<file path="src/sv/fst_pkg.sv">
`timescale 1ns / 1ps
// ----------------------------------------------------------------------------
// Frame sequence timer package
// Shared types, command and register codes, and the table index reduction.
// ----------------------------------------------------------------------------
package fst_pkg;

  localparam int unsigned DEF_TABLE_DEPTH = 64;

  localparam int unsigned CMD_W    = 3;
  localparam int unsigned FRAME_W  = 8;
  localparam int unsigned TIDX_W   = 6;
  localparam int unsigned TICKS_W  = 16;
  localparam int unsigned LOOP_W   = 17;
  localparam int unsigned LIMIT_W  = 16;
  localparam int unsigned CFG_IDX_W  = 2;
  localparam int unsigned CFG_DATA_W = 16;

  localparam logic [CMD_W-1:0] CMD_TICK      = 3'd0;
  localparam logic [CMD_W-1:0] CMD_START     = 3'd1;
  localparam logic [CMD_W-1:0] CMD_RESUME    = 3'd2;
  localparam logic [CMD_W-1:0] CMD_STOP      = 3'd3;
  localparam logic [CMD_W-1:0] CMD_SET_FRAME = 3'd4;
  localparam logic [CMD_W-1:0] CMD_WRITE_DUR = 3'd5;

  localparam logic [CFG_IDX_W-1:0] CFG_FIRST_FRAME = 2'd0;
  localparam logic [CFG_IDX_W-1:0] CFG_LAST_FRAME  = 2'd1;
  localparam logic [CFG_IDX_W-1:0] CFG_LOOP_LIMIT  = 2'd2;

  localparam logic [TICKS_W-1:0] DEFAULT_TICKS = 16'd1000;
  localparam logic [LOOP_W-1:0]  LOOP_SAT      = 17'h10000;

  typedef struct packed {
    logic [CMD_W-1:0]   command;
    logic [FRAME_W-1:0] frame_value;
    logic [TIDX_W-1:0]  table_index;
    logic [TICKS_W-1:0] duration_ticks;
  } item_t;

  typedef struct packed {
    logic [FRAME_W-1:0] frame;
    logic [LOOP_W-1:0]  loop_number;
    logic               running;
    logic               frame_changed;
    logic               run_state_changed;
    logic               finished;
  } result_t;

  typedef struct packed {
    logic we;
    logic re;
  } tbl_ctrl_t;

  // Remainder of an 8-bit value by a constant depth d, with m = 2^16 / d + 1 as
  // the reciprocal. The quotient estimate is exact for every 8-bit value and
  // every depth up to 256.
  function automatic logic [7:0] mod_depth(input logic [7:0] v, input logic [8:0] d,
                                           input logic [16:0] m);
    logic [24:0] prod;
    logic [17:0] qd;
    prod = {17'd0, v} * {8'd0, m};
    qd   = {10'd0, prod[23:16]} * {9'd0, d};
    return v - qd[7:0];
  endfunction

endpackage

</file>
<file path="src/sv/fst_in_reg.sv">
`timescale 1ns / 1ps
// ----------------------------------------------------------------------------
// Frame sequence timer input register
// Holds one accepted transaction until the sequencer stage takes it.
// ----------------------------------------------------------------------------
module fst_in_reg (
  input  logic          clk,
  input  logic          rst_n,
  input  logic          in_valid,
  output logic          in_ready,
  input  fst_pkg::item_t in_item,
  input  logic          take,
  output logic          s1_valid,
  output fst_pkg::item_t s1_item
);

  logic           valid_r;
  fst_pkg::item_t item_r;

  assign in_ready = !valid_r || take;
  assign s1_valid = valid_r;
  assign s1_item  = item_r;

  always_ff @(posedge clk) begin
    if (!rst_n) begin
      valid_r <= 1'b0;
    end else if (in_ready) begin
      valid_r <= in_valid;
    end
  end

  always_ff @(posedge clk) begin
    if (in_valid && in_ready) begin
      item_r <= in_item;
    end
  end

endmodule

</file>
<file path="src/sv/fst_dur_table.sv">
`timescale 1ns / 1ps
// ----------------------------------------------------------------------------
// Frame sequence timer duration table
// Single-port write, registered read memory with per-entry valid bits.
// An entry that was never written reads as the default duration.
// ----------------------------------------------------------------------------
module fst_dur_table #(
  parameter int unsigned TABLE_DEPTH = fst_pkg::DEF_TABLE_DEPTH,
  parameter int unsigned AW = (TABLE_DEPTH > 1) ? $clog2(TABLE_DEPTH) : 1
) (
  input  logic                         clk,
  input  logic                         rst_n,
  input  fst_pkg::tbl_ctrl_t           ctrl,
  input  logic [AW-1:0]                waddr,
  input  logic [fst_pkg::TICKS_W-1:0]  wdata,
  input  logic [AW-1:0]                raddr,
  output logic [fst_pkg::TICKS_W-1:0]  rdata
);

  logic [fst_pkg::TICKS_W-1:0] mem [TABLE_DEPTH];
  logic [TABLE_DEPTH-1:0]      valid_r;
  logic [fst_pkg::TICKS_W-1:0] rd_data_r;
  logic                        rd_vld_r;

  always_ff @(posedge clk) begin
    if (!rst_n) begin
      valid_r <= '0;
    end else if (ctrl.we) begin
      valid_r[waddr] <= 1'b1;
    end
  end

  always_ff @(posedge clk) begin
    if (ctrl.we) begin
      mem[waddr] <= wdata;
    end
    if (ctrl.re) begin
      rd_data_r <= mem[raddr];
      rd_vld_r  <= valid_r[raddr];
    end
  end

  assign rdata = rd_vld_r ? rd_data_r : fst_pkg::DEFAULT_TICKS;

endmodule

</file>
<file path="src/sv/fst_seq_core.sv">
`timescale 1ns / 1ps
// ----------------------------------------------------------------------------
// Frame sequence timer sequencer
// Holds frame, loop count, running flag and tick counter, and computes the
// next state and the result for each transaction. A newly armed duration
// comes from the registered table read port and serves the next transaction.
// ----------------------------------------------------------------------------
module fst_seq_core #(
  parameter int unsigned TABLE_DEPTH = fst_pkg::DEF_TABLE_DEPTH,
  parameter int unsigned AW = (TABLE_DEPTH > 1) ? $clog2(TABLE_DEPTH) : 1
) (
  input  logic                         clk,
  input  logic                         rst_n,
  input  logic                         fire,
  input  fst_pkg::item_t               item,
  input  logic [fst_pkg::FRAME_W-1:0]  first_frame,
  input  logic [fst_pkg::FRAME_W-1:0]  last_frame,
  input  logic [fst_pkg::LIMIT_W-1:0]  loop_limit,
  input  logic [fst_pkg::TICKS_W-1:0]  tbl_rdata,
  output fst_pkg::tbl_ctrl_t           tbl_ctrl,
  output logic [AW-1:0]                tbl_waddr,
  output logic [fst_pkg::TICKS_W-1:0]  tbl_wdata,
  output logic [AW-1:0]                tbl_raddr,
  output fst_pkg::result_t             result
);

  localparam logic [8:0]  DEPTH_C = 9'(TABLE_DEPTH);
  localparam logic [16:0] RECIP_C = 17'((32'd65536 / TABLE_DEPTH) + 32'd1);

  logic [fst_pkg::FRAME_W-1:0] frame_r, frame_nxt;
  logic [fst_pkg::LOOP_W-1:0]  loop_r, loop_nxt;
  logic                        run_r, run_nxt;
  logic [fst_pkg::TICKS_W-1:0] ticks_r, ticks_nxt;
  logic                        pend_r, pend_nxt;

  logic [fst_pkg::TICKS_W-1:0] ticks_eff;
  logic [fst_pkg::FRAME_W:0]   frame_inc;
  logic [fst_pkg::FRAME_W-1:0] frame_ofs;
  logic                        arm, wr;
  logic                        fchg, rchg, fin;

  always_comb begin
    if (pend_r) begin
      ticks_eff = (tbl_rdata == '0) ? fst_pkg::TICKS_W'(1) : tbl_rdata;
    end else begin
      ticks_eff = ticks_r;
    end
  end

  assign frame_inc = {1'b0, frame_r} + 9'd1;

  always_comb begin
    frame_nxt = frame_r;
    loop_nxt  = loop_r;
    run_nxt   = run_r;
    ticks_nxt = ticks_eff;
    arm       = 1'b0;
    wr        = 1'b0;
    fchg      = 1'b0;
    rchg      = 1'b0;
    fin       = 1'b0;
    unique case (item.command)
      fst_pkg::CMD_TICK: begin
        if (ticks_eff != '0) begin
          ticks_nxt = ticks_eff - fst_pkg::TICKS_W'(1);
          if (ticks_eff == fst_pkg::TICKS_W'(1)) begin
            if (frame_inc > {1'b0, last_frame}) begin
              frame_nxt = first_frame;
              if (loop_r < fst_pkg::LOOP_SAT) begin
                loop_nxt = loop_r + fst_pkg::LOOP_W'(1);
              end
            end else begin
              frame_nxt = frame_inc[fst_pkg::FRAME_W-1:0];
            end
            if ((loop_limit != '0) && (loop_nxt > {1'b0, loop_limit})) begin
              fin       = 1'b1;
              run_nxt   = 1'b0;
              rchg      = run_r;
              ticks_nxt = '0;
            end else begin
              fchg = 1'b1;
              arm  = 1'b1;
            end
          end
        end
      end
      fst_pkg::CMD_START: begin
        run_nxt   = 1'b1;
        rchg      = !run_r;
        fchg      = (frame_r != first_frame);
        frame_nxt = first_frame;
        loop_nxt  = '0;
        arm       = 1'b1;
      end
      fst_pkg::CMD_RESUME: begin
        if (!run_r) begin
          run_nxt = 1'b1;
          rchg    = 1'b1;
          arm     = 1'b1;
        end
      end
      fst_pkg::CMD_STOP: begin
        if (run_r) begin
          run_nxt   = 1'b0;
          rchg      = 1'b1;
          ticks_nxt = '0;
        end
      end
      fst_pkg::CMD_SET_FRAME: begin
        if (frame_r != item.frame_value) begin
          frame_nxt = item.frame_value;
          fchg      = 1'b1;
        end
      end
      fst_pkg::CMD_WRITE_DUR: begin
        wr = 1'b1;
      end
      default: begin
      end
    endcase
    pend_nxt = arm;
    if (arm) begin
      ticks_nxt = '0;
    end
  end

  assign frame_ofs   = frame_nxt - first_frame;
  assign tbl_raddr   = AW'(fst_pkg::mod_depth(frame_ofs, DEPTH_C, RECIP_C));
  assign tbl_waddr   = AW'(fst_pkg::mod_depth({2'b00, item.table_index}, DEPTH_C, RECIP_C));
  assign tbl_wdata   = item.duration_ticks;
  assign tbl_ctrl.we = fire && wr;
  assign tbl_ctrl.re = fire && arm;

  assign result.frame             = frame_nxt;
  assign result.loop_number       = loop_nxt;
  assign result.running           = run_nxt;
  assign result.frame_changed     = fchg;
  assign result.run_state_changed = rchg;
  assign result.finished          = fin;

  always_ff @(posedge clk) begin
    if (!rst_n) begin
      frame_r <= '0;
      loop_r  <= '0;
      run_r   <= 1'b0;
      ticks_r <= '0;
      pend_r  <= 1'b0;
    end else if (fire) begin
      frame_r <= frame_nxt;
      loop_r  <= loop_nxt;
      run_r   <= run_nxt;
      ticks_r <= ticks_nxt;
      pend_r  <= pend_nxt;
    end
  end

endmodule

</file>
<file path="src/sv/fst_out_reg.sv">
`timescale 1ns / 1ps
// ----------------------------------------------------------------------------
// Frame sequence timer result register
// Holds one result transaction until the receiver takes it.
// ----------------------------------------------------------------------------
module fst_out_reg (
  input  logic             clk,
  input  logic             rst_n,
  input  logic             load,
  input  fst_pkg::result_t load_result,
  output logic             can_load,
  output logic             out_valid,
  input  logic             out_ready,
  output fst_pkg::result_t out_result
);

  logic             valid_r;
  fst_pkg::result_t result_r;

  assign can_load   = !valid_r || out_ready;
  assign out_valid  = valid_r;
  assign out_result = result_r;

  always_ff @(posedge clk) begin
    if (!rst_n) begin
      valid_r <= 1'b0;
    end else if (can_load) begin
      valid_r <= load;
    end
  end

  always_ff @(posedge clk) begin
    if (load) begin
      result_r <= load_result;
    end
  end

endmodule

</file>
<file path="src/sv/frame_sequence_timer_unit.sv">
`timescale 1ns / 1ps
// ----------------------------------------------------------------------------
// Frame sequence timer
// Steps through frames, each held for a programmable number of 1 ms ticks.
//
// The input channel carries one command per transaction: tick, start, resume,
// stop, set frame or write duration. Every input transaction yields exactly
// one result transaction with the frame, loop count, running flag and the
// frame change, run state change and finished indications.
// An input register feeds the sequencer, whose result lands in an output
// register, and one transaction is accepted every cycle while out_ready is
// high. The table read port is registered; a duration armed by one
// transaction is used by the next one.
// When the receiver stalls, the output register holds its result and the
// input register fills, after which in_ready drops until out_ready returns.
// Synchronous reset clears the frame, loop count, running flag and timer,
// the configuration registers, and marks every table entry as holding the
// default of 1000 ticks. Configuration must be written while idle.
// ----------------------------------------------------------------------------
module frame_sequence_timer_unit #(
  parameter int unsigned TABLE_DEPTH = fst_pkg::DEF_TABLE_DEPTH
) (
  input  logic                            clk,
  input  logic                            rst_n,
  input  logic                            in_valid,
  output logic                            in_ready,
  input  logic [fst_pkg::CMD_W-1:0]       in_command,
  input  logic [fst_pkg::FRAME_W-1:0]     in_frame_value,
  input  logic [fst_pkg::TIDX_W-1:0]      in_table_index,
  input  logic [fst_pkg::TICKS_W-1:0]     in_duration_ticks,
  output logic                            out_valid,
  input  logic                            out_ready,
  output logic [fst_pkg::FRAME_W-1:0]     out_frame,
  output logic [fst_pkg::LOOP_W-1:0]      out_loop_number,
  output logic                            out_running,
  output logic                            out_frame_changed,
  output logic                            out_run_state_changed,
  output logic                            out_finished,
  input  logic                            cfg_we,
  input  logic [fst_pkg::CFG_IDX_W-1:0]   cfg_index,
  input  logic [fst_pkg::CFG_DATA_W-1:0]  cfg_data
);

  localparam int unsigned AW = (TABLE_DEPTH > 1) ? $clog2(TABLE_DEPTH) : 1;

  logic [fst_pkg::FRAME_W-1:0] first_frame_r;
  logic [fst_pkg::FRAME_W-1:0] last_frame_r;
  logic [fst_pkg::LIMIT_W-1:0] loop_limit_r;

  fst_pkg::item_t      in_item;
  fst_pkg::item_t      s1_item;
  logic                s1_valid;
  logic                s1_fire;
  logic                can_load;
  fst_pkg::result_t    core_result;
  fst_pkg::result_t    out_result;
  fst_pkg::tbl_ctrl_t  tbl_ctrl;
  logic [AW-1:0]       tbl_waddr;
  logic [AW-1:0]       tbl_raddr;
  logic [fst_pkg::TICKS_W-1:0] tbl_wdata;
  logic [fst_pkg::TICKS_W-1:0] tbl_rdata;

  always_ff @(posedge clk) begin
    if (!rst_n) begin
      first_frame_r <= '0;
      last_frame_r  <= '0;
      loop_limit_r  <= '0;
    end else if (cfg_we) begin
      unique case (cfg_index)
        fst_pkg::CFG_FIRST_FRAME: first_frame_r <= cfg_data[fst_pkg::FRAME_W-1:0];
        fst_pkg::CFG_LAST_FRAME:  last_frame_r  <= cfg_data[fst_pkg::FRAME_W-1:0];
        fst_pkg::CFG_LOOP_LIMIT:  loop_limit_r  <= cfg_data[fst_pkg::LIMIT_W-1:0];
        default: begin
        end
      endcase
    end
  end

  assign in_item.command        = in_command;
  assign in_item.frame_value    = in_frame_value;
  assign in_item.table_index    = in_table_index;
  assign in_item.duration_ticks = in_duration_ticks;

  assign s1_fire = s1_valid && can_load;

  fst_in_reg u_in_reg (
    .clk      (clk),
    .rst_n    (rst_n),
    .in_valid (in_valid),
    .in_ready (in_ready),
    .in_item  (in_item),
    .take     (s1_fire),
    .s1_valid (s1_valid),
    .s1_item  (s1_item)
  );

  fst_dur_table #(
    .TABLE_DEPTH (TABLE_DEPTH),
    .AW          (AW)
  ) u_dur_table (
    .clk   (clk),
    .rst_n (rst_n),
    .ctrl  (tbl_ctrl),
    .waddr (tbl_waddr),
    .wdata (tbl_wdata),
    .raddr (tbl_raddr),
    .rdata (tbl_rdata)
  );

  fst_seq_core #(
    .TABLE_DEPTH (TABLE_DEPTH),
    .AW          (AW)
  ) u_seq_core (
    .clk         (clk),
    .rst_n       (rst_n),
    .fire        (s1_fire),
    .item        (s1_item),
    .first_frame (first_frame_r),
    .last_frame  (last_frame_r),
    .loop_limit  (loop_limit_r),
    .tbl_rdata   (tbl_rdata),
    .tbl_ctrl    (tbl_ctrl),
    .tbl_waddr   (tbl_waddr),
    .tbl_wdata   (tbl_wdata),
    .tbl_raddr   (tbl_raddr),
    .result      (core_result)
  );

  fst_out_reg u_out_reg (
    .clk         (clk),
    .rst_n       (rst_n),
    .load        (s1_fire),
    .load_result (core_result),
    .can_load    (can_load),
    .out_valid   (out_valid),
    .out_ready   (out_ready),
    .out_result  (out_result)
  );

  assign out_frame             = out_result.frame;
  assign out_loop_number       = out_result.loop_number;
  assign out_running           = out_result.running;
  assign out_frame_changed     = out_result.frame_changed;
  assign out_run_state_changed = out_result.run_state_changed;
  assign out_finished          = out_result.finished;

`ifndef NO_ASSERTIONS
  a_finish_stops: assert property (@(posedge clk) disable iff (!rst_n)
    out_valid && out_finished |-> !out_running && !out_frame_changed)
    else $error("finished result still running or announcing a frame");

  a_start_runs: assert property (@(posedge clk) disable iff (!rst_n)
    s1_fire && (s1_item.command == fst_pkg::CMD_START) |=> out_valid && out_running)
    else $error("start transaction did not produce a running result");

  a_empty_stage_ready: assert property (@(posedge clk) disable iff (!rst_n)
    !s1_valid |-> in_ready)
    else $error("input not ready while the input register is empty");

  a_no_table_conflict: assert property (@(posedge clk) disable iff (!rst_n)
    !(tbl_ctrl.we && tbl_ctrl.re))
    else $error("table written and armed by the same transaction");
`endif

endmodule
</file>
<file path="config.mk">
export PLATFORM = sky130hd
export DESIGN_NAME = frame_sequence_timer_unit
export DESIGN_NICKNAME = d
export VERILOG_FILES = /design/src/sv/fst_pkg.sv /design/src/sv/fst_in_reg.sv /design/src/sv/fst_dur_table.sv /design/src/sv/fst_seq_core.sv /design/src/sv/fst_out_reg.sv /design/src/sv/frame_sequence_timer_unit.sv
export SDC_FILE = /design/constraint.sdc
export NUM_CORES = 1
export LEC_CHECK = 0
export BUFFER_PORTS_ARGS = -buffer_cell sky130_fd_sc_hd__buf_2
export CAP_MARGIN = 40
export CORE_MARGIN = 10
export CORE_UTILIZATION = 33
export CTS_BUF_LIST = sky130_fd_sc_hd__clkbuf_16
export DETAILED_ROUTE_END_ITERATION = 12
export PLACE_DENSITY_LB_ADDON = 0.3
export RECOVER_POWER = 100
export SKIP_LAST_GASP = 1
export SYNTH_ARGS = -nofsm -noshare
export SYNTH_HDL_FRONTEND = slang
export SYNTH_SLANG_ARGS = --single-unit
</file>
<file path="constraint.sdc">
create_clock -name clk -period 12.1 [get_ports clk]
set_clock_uncertainty 0.1 [all_clocks]
set_input_delay 0.605 -clock clk [delete_from_list [all_inputs] [get_ports clk]]
set_output_delay 0.605 -clock clk [all_outputs]
set_load 0.03 [all_outputs]
</file>
==> results of run 1 <==
-- what timing repair did --
item / 4_1_cts / 5_1_grt
setup endpoints to repair: 0 / 0
hold buffers: 43 / 0
hold endpoints to repair: 43 / 0
-- worst paths after layout --
kind	from	depth (start not counted)	to	slack, ns
setup / recovery	u_seq_core.frame_r[0]$_SDFFE_PN0P_	20	u_dur_table.rd_data_r[0]$_DFFE_PP_	3.81
hold / removal	cfg_data[7]	3	loop_limit_r[7]$_SDFFE_PN0P_	0.05
setup reg to reg	u_seq_core.frame_r[0]$_SDFFE_PN0P_	20	u_dur_table.rd_data_r[0]$_DFFE_PP_	3.81
hold reg to reg	u_dur_table.valid_r[4]$_SDFFE_PN0P_	2	u_dur_table.valid_r[4]$_SDFFE_PN0P_	0.37
-- stage by stage --
stage,area (sq um),util [%],cells
CTS,59000,38.9,5089
global route,57700,38.1,5089
floorplan,50200,-,2744
finish,57700,38.1,5089
detailed placement,54500,36.0,4821
global placement,53500,35.3,4781
-- worst max-delay path: stages (launching register included) --
cell	delay, ns
dfxtp_1	0.62
ha_1	0.37
and3_1	0.26
xor2_1	0.17
ha_1	0.28
a211oi_1	0.26
o221ai_1	0.15
o21ai_0	0.17
clkbuf_1	0.59
nand2_1	0.49
nor3_1	0.25
a221o_1	0.13
mux2i_1	0.10
o221a_2	0.29
ha_1	0.77
buf_4	0.63
buf_4	0.76
mux4_2	0.60
mux4_2	0.50
mux2i_1	0.31
mux2i_1	0.13
-- layout make-up --
type	instances	area [sq um]	area share (%)
clock inverter	91	708	1.23
clock buffer	134	3350	5.81
timing repair buffer	246	1450	2.51
inverter	40	151	0.262
multi-input combinational	1304	13600	23.5
tap	2030	2540	4.40
sequential	1244	35900	62.3
-- sequential cells by signal, indices dropped and copies added, names as in the netlist, 16 cells and up --
name	count
loop_limit_r	16
u_dur_table.mem	1024
u_dur_table.rd_data_r	16
u_dur_table.valid_r	64
u_in_reg.s1_item	33
u_out_reg.out_result	29
u_seq_core.loop_r	17
u_seq_core.ticks_r	16
-- layer usage --
| metal | vias up | track usage [%] | share of wire, % |
|---|---|---|---|
| met2 | 916 | 24.4 | 47 |
| li1 | 11500 | - | - |
| met4 | 0 | 4.21 | 2.4 |
| met3 | 167 | 2.77 | 6.3 |
| met5 | - | 0 | 0 |
| met1 | 14100 | 21.3 | 44 |
-- logic make-up after synthesis --
| kind of cell | after synthesis |
|---|---|
| flops | 1244 |
| simple gates | 539 |
| mux | 417 |
| compound gates | 264 |
| buf+inv | 196 |
| xor+xnor | 50 |
| fa+ha+maj | 34 |
-- report_power, final --
part / internal [W] / switching [W] / total, W
Sequential: 0.00472 / 0.0000246 / 0.00474
Clock: 0.00218 / 0.00165 / 0.00383
Combinational: 0.000417 / 0.000608 / 0.00103
Total: 0.00732 / 0.00228 / 0.00959
-- placed cells by master (no fill, tap or decap), types with 6 or more instances in the layout --
cell type	synthesis	final
a221oi_1	9	9
nand3b_1	11	11
buf_2	6	44
clkbuf_16	0	134
a21oi_1	79	79
nor2_2	0	26
dlygate4sd3_1	0	43
nand3_1	26	26
nor4_1	9	9
inv_6	0	6
mux2i_1	72	72
ha_1	33	33
nand2_1	104	104
dfxtp_1	141	141
mux4_2	340	340
bufinv_16	0	8
inv_1	39	65
edfxtp_1	1103	1103
nand4_1	17	17
a211oi_1	15	15
clkbuf_1	135	134
o31ai_1	6	6
o21ai_0	57	63
a21o_1	6	6
xor2_1	18	17
buf_4	0	17
nor2_1	286	260
nor3_1	24	24
xnor2_1	31	29
o22ai_1	6	6
clkinv_2	0	13
and3_1	11	11
clkinv_1	1	26
a22oi_1	17	17
nor2b_1	11	11
==> flow_summary.yaml, run 1 <==
final_layout:
  drive_gt1_share_pct: 20.9
  antenna_cells: 0
  nFillCells: 13900
  nNetsFinal: 3056
  syn_to_final_growth_pct: 15.0
timing:
  period_needed_ns: 8.29
  setup_viol: 0
  fmax_mhz: 121
  timing.slew.headroom_pct: -118
  worst_hold_slack_ns: 0.0497
  min_period_over_period_pct: 68.5
  drv_slew: 1695
  hold_violations: 0
  rsz0062_at_grt: "no"
  fin_ws_ns: 3.81
  fin_tns_setup_ns: 0
  worst_pin_slew_ns: 3.28
worst_setup_path:
  arrival_ns: 8.66
  path_class: "reg2reg"
  start_kind: "register"
  path_max_fanout: 39
  critPathCaptureType: "register"
  worstPathRequired_ns: 12.47
clock_network:
  htree_levels: 4
  cts.repair.resized: 0
  clk_latency_ns: 0.75
  numCtsBuffers: 130
  cts_buffer_depth: 3
  clock_sinks: 1244
  cts_tree: "built"
  clkTransAtPathRegs_ns: 0.06
  postCtsSetupBuffers: 0
  clock_tree.root_cell: "clkbuf_16"
grt:
  grt_max_degree: 129
  grt_overflow_total: 0
  antenna_found_initial: 2
  grt_pass1_vias: 26400
  grt_pass1_wl_mm: 190
  grt_usage_pct: 15.3
synth:
  yosys.area.top_type: "edfxtp_1"
  synth-xor-area-share_pct: 0.910
  synth_top_family_by_area: "multiplexers"
  syn_area_sq_mm: 0.0502
  synth_seq_area_share_pct: 71.6
  synth-simple-area-share_pct: 4.82
  synth.most_common_cell: "edfxtp_1"
  synth_cell_types: 73
  synth-compound-area-share_pct: 3.43
  syn-num-nets: 2834
  avgSynthCellArea_sq_um: 18.3
  async_flop_share_pct: 0
  synthTopCellsByArea: "edfxtp_1 66%, mux4_2 15%, dfxtp_1 5.6%"
  synth_common_cells: "1103 x edfxtp_1, 340 x mux4_2, 286 x nor2_1"
  yosys.area.top_type_share_pct: 66.0
  synthCells: 2744
  yosys_most_used_dff: "edfxtp_1"
  yosys.area_share.adder_pct: 0.863
  synthMuxAreaShare_pct: 16.8
  ys_seq_elements: 1244
  synth_edf_count: 1103
  yosysWarnings: 0
floorplanning:
  die_area_sq_mm: 0.168
  die_x_microns: 410
  initial_core_util_pct: 33.1
  die-height_microns: 410
  io_pins: 87
  core_sq_mm: 0.152
  rows: 143
drt:
  via_per_inst: 5.25
  wl_per_cell_microns: 25.8
  drc_errors: 0
  drt_iter0_drc: 2466
  via_count: 26700
  wl_mm: 131
  ant_nets: 0
  dr.pass1.iters: 5
job:
  drv_cap: 48
power_and_ir_drop:
  p_leak_nw: 18.5
  p_per_area_mw_per_mm2: 166
  vdd_drop_max_mv: 0.155
  power_w: 0.00959
placed_design:
  io_buffers: 86
  dp_hpwl_mm: 77.6
  gp_congestion: 0.798
  pre_cts_slack_ns: 4.56
run_status:
  violations: "capacitance limit, slew limit"
  status: "complete, but fails checks"
hold_path:
  hold_class: "in2reg"
No activity file was read; power rests on OpenSTA's default activity.
==> run 2: changes to the inputs <==
Clock period 12.1 ns to 7.22 ns, I/O delays scaled along.
==> flow_summary.yaml, run 2 (synthesized netlist as in run 1, its figures left out) <==
final_layout:
  multiInputGateArea_sq_mm: 0.0136
  final_common_cell: "edfxtp_1"
  nNetsFinal: 3108
  drive_gt1_share_pct: 23.2
  syn_to_final_growth_pct: 16.4
  finalNonFillerCells: 5156
  layout_common_cells: "1103 x edfxtp_1, 340 x mux4_2, 242 x nor2_1, 141 x dfxtp_1, 124 x clkbuf_1"
  antenna_cells: 0
  register_area_sq_mm: 0.0359
  regMostFlops: "u_dur_table.mem"
  nFillCells: 13800
  largest_reg_flops: 1024
grt:
  grt_usage_pct: 15.1
  grt_pass1_wl_mm: 189
  antenna_found_initial: 0
  grt_pass1_vias: 26800
  grt_max_degree: 65
  grt_overflow_total: 0
power_and_ir_drop:
  power_w: 0.0162
  seq_power_share_pct: 49.0
  vdd_drop_max_mv: 0.201
  p_leak_nw: 18.8
  p_sw_w: 0.00390
  p_int_w: 0.0123
  p_per_area_mw_per_mm2: 278
  p_comb_share_pct: 11.5
  sw_frac_of_total_pct: 24.0
  power_frac_clock_pct: 39.5
worst_setup_path:
  worstPathRequired_ns: 7.58
  critPathCaptureType: "register"
  endpoint: "u_dur_table.rd_vld_r$_DFFE_PP_"
  r2r_cells: 19
  path_max_fanout: 40
  path_class: "reg2reg"
  regToRegEndpoint: "u_dur_table.rd_vld_r$_DFFE_PP_"
  r2r_setup_slack_ns: 0.25
  startpoint: "u_dur_table.rd_data_r[0]$_DFFE_PP_"
  arrival_ns: 7.33
  start_kind: "register"
  rr_startpoint: "u_dur_table.rd_data_r[0]$_DFFE_PP_"
drt:
  wl_mm: 130
  via_count: 26700
  wl_per_cell_microns: 25.2
  dr.pass1.iters: 6
  ant_nets: 0
  via_per_inst: 5.18
  drt_iter0_drc: 2977
  drc_errors: 0
timing:
  drv_slew: 1905
  setup_viol: 0
  timing.slew.headroom_pct: -113
  fin_tns_setup_ns: 0
  rsz0062_at_grt: "no"
  period_needed_ns: 6.97
  worst_pin_slew_ns: 3.19
  fmax_mhz: 144
  min_period_over_period_pct: 96.5
  hold_violations: 0
placed_design:
  gp_congestion: 0.828
  dp.cells: 4872
  dp_hpwl_mm: 76.4
  io_buffers: 86
clock_network:
  clkTransAtPathRegs_ns: 0.07
  cts_tree: "built"
  postCtsSetupBuffers: 0
  clk_latency_ns: 0.77
  cts_buffer_depth: 3
  clock_tree.root_cell: "clkbuf_16"
  clock_sinks: 1244
  numCtsBuffers: 121
  htree_levels: 3
floorplanning:
  die_x_microns: 410
  die_area_sq_mm: 0.168
  initial_core_util_pct: 33.1
  io_pins: 87
  rows: 143
  die-height_microns: 410
  core_sq_mm: 0.152
run_status:
  status: "complete, but fails checks"
  violations: "capacitance limit, slew limit"
hold_path:
  worstHoldStart: "cfg_index[1]"
  hold_class: "in2reg"
job:
  drv_cap: 63
[run 2: cell types whose count changed in the layout (fill, tap and decap cells not counted), sizes merged]
cell,delta
bufinv,+7
clkbuf,-20
buf,+58
dlygate4sd3,+10
clkinvlp,+1
inv,-13
clkinv,+24
[run 2: area by class of cell]
cell class              count  area share [%]
clock buffers             121            5.19
clock inverters           110            1.74
inverters                  40           0.259
multi-input cells        1304            23.3
flip-flops and latches   1244            61.6
well taps                2030            4.35
repair buffers            307            3.58
[run 2: worst max-delay path: stages (launching register included)]
cell,delay [ns]
edfxtp_1,0.46
nor4_1,0.32
nand4_1,0.16
o21ai_0,0.38
inv_1,0.12
ha_1,0.27
nor2b_1,0.12
o221ai_1,0.14
or4_1,0.57
nor3_1,0.23
a221o_1,0.14
mux2i_1,0.10
o221a_2,0.30
ha_4,0.17
fa_4,0.96
buf_8,0.35
mux4_2,0.56
mux4_2,0.51
mux2i_1,0.55
mux2i_1,0.16
[run 2: how the worst min path moves through the flow]
stage | to | slack, ns | depth (start not counted)
floorplan | u_dur_table.valid_r[13]$_SDFFE_PN0P_ | 0.33 | 2
global placement | u_dur_table.valid_r[49]$_SDFFE_PN0P_ | 0.34 | 2
detailed placement | u_dur_table.valid_r[49]$_SDFFE_PN0P_ | 0.35 | 2
CTS | first_frame_r[7]$_SDFFE_PN0P_ | 0.04 | 5
global route | first_frame_r[7]$_SDFFE_PN0P_ | 0.09 | 5
finish | first_frame_r[7]$_SDFFE_PN0P_ | 0.1 | 5
[run 2: what timing repair did]
| item | in CTS | in global routing |
|---|---|---|
| resized for setup | 0 | 1 |
| hold endpoints to repair | 74 | 0 |
| endpoints found under the setup margin | 0 | 1 |
| hold buffers | 53 | 0 |
[run 2: power by group through the flow]
| stage | combinational [W] | clock (W) | sequential, W |
|---|---|---|---|
| 5_1_grt | 0.00199 | 0.00684 | 0.00794 |
| 3_3_place_gp | 0.00187 | 0 | 0.00808 |
| 3_5_place_dp | 0.00189 | 0 | 0.00808 |
| 2_1_floorplan | 0.00106 | 0 | 0.00812 |
| 6_report | 0.00187 | 0.00641 | 0.00794 |
| 4_1_cts | 0.00192 | 0.00656 | 0.00792 |
[run 2: metrics by stage]
step	worst slack (ns)	utilization (%)	hold slack, ns	area, sq um
floorplan	0.872	-	0.335	50200
global placement	0.263	35.8	0.344	54200
detailed placement	0.336	35.9	0.353	54400
CTS	0.295	38.9	0.0386	59000
global route	0.0202	38.5	0.0887	58400
finish	0.254	38.5	0.0985	58400
[run 2: per-layer routing]
layer	up-vias	track usage (%)	part of all wire [%]
met4	0	3.77	2.2
met2	884	23.8	47
met3	186	3.15	6.6
li1	11600	-	-
met5	-	0	0
met1	14000	21.4	44
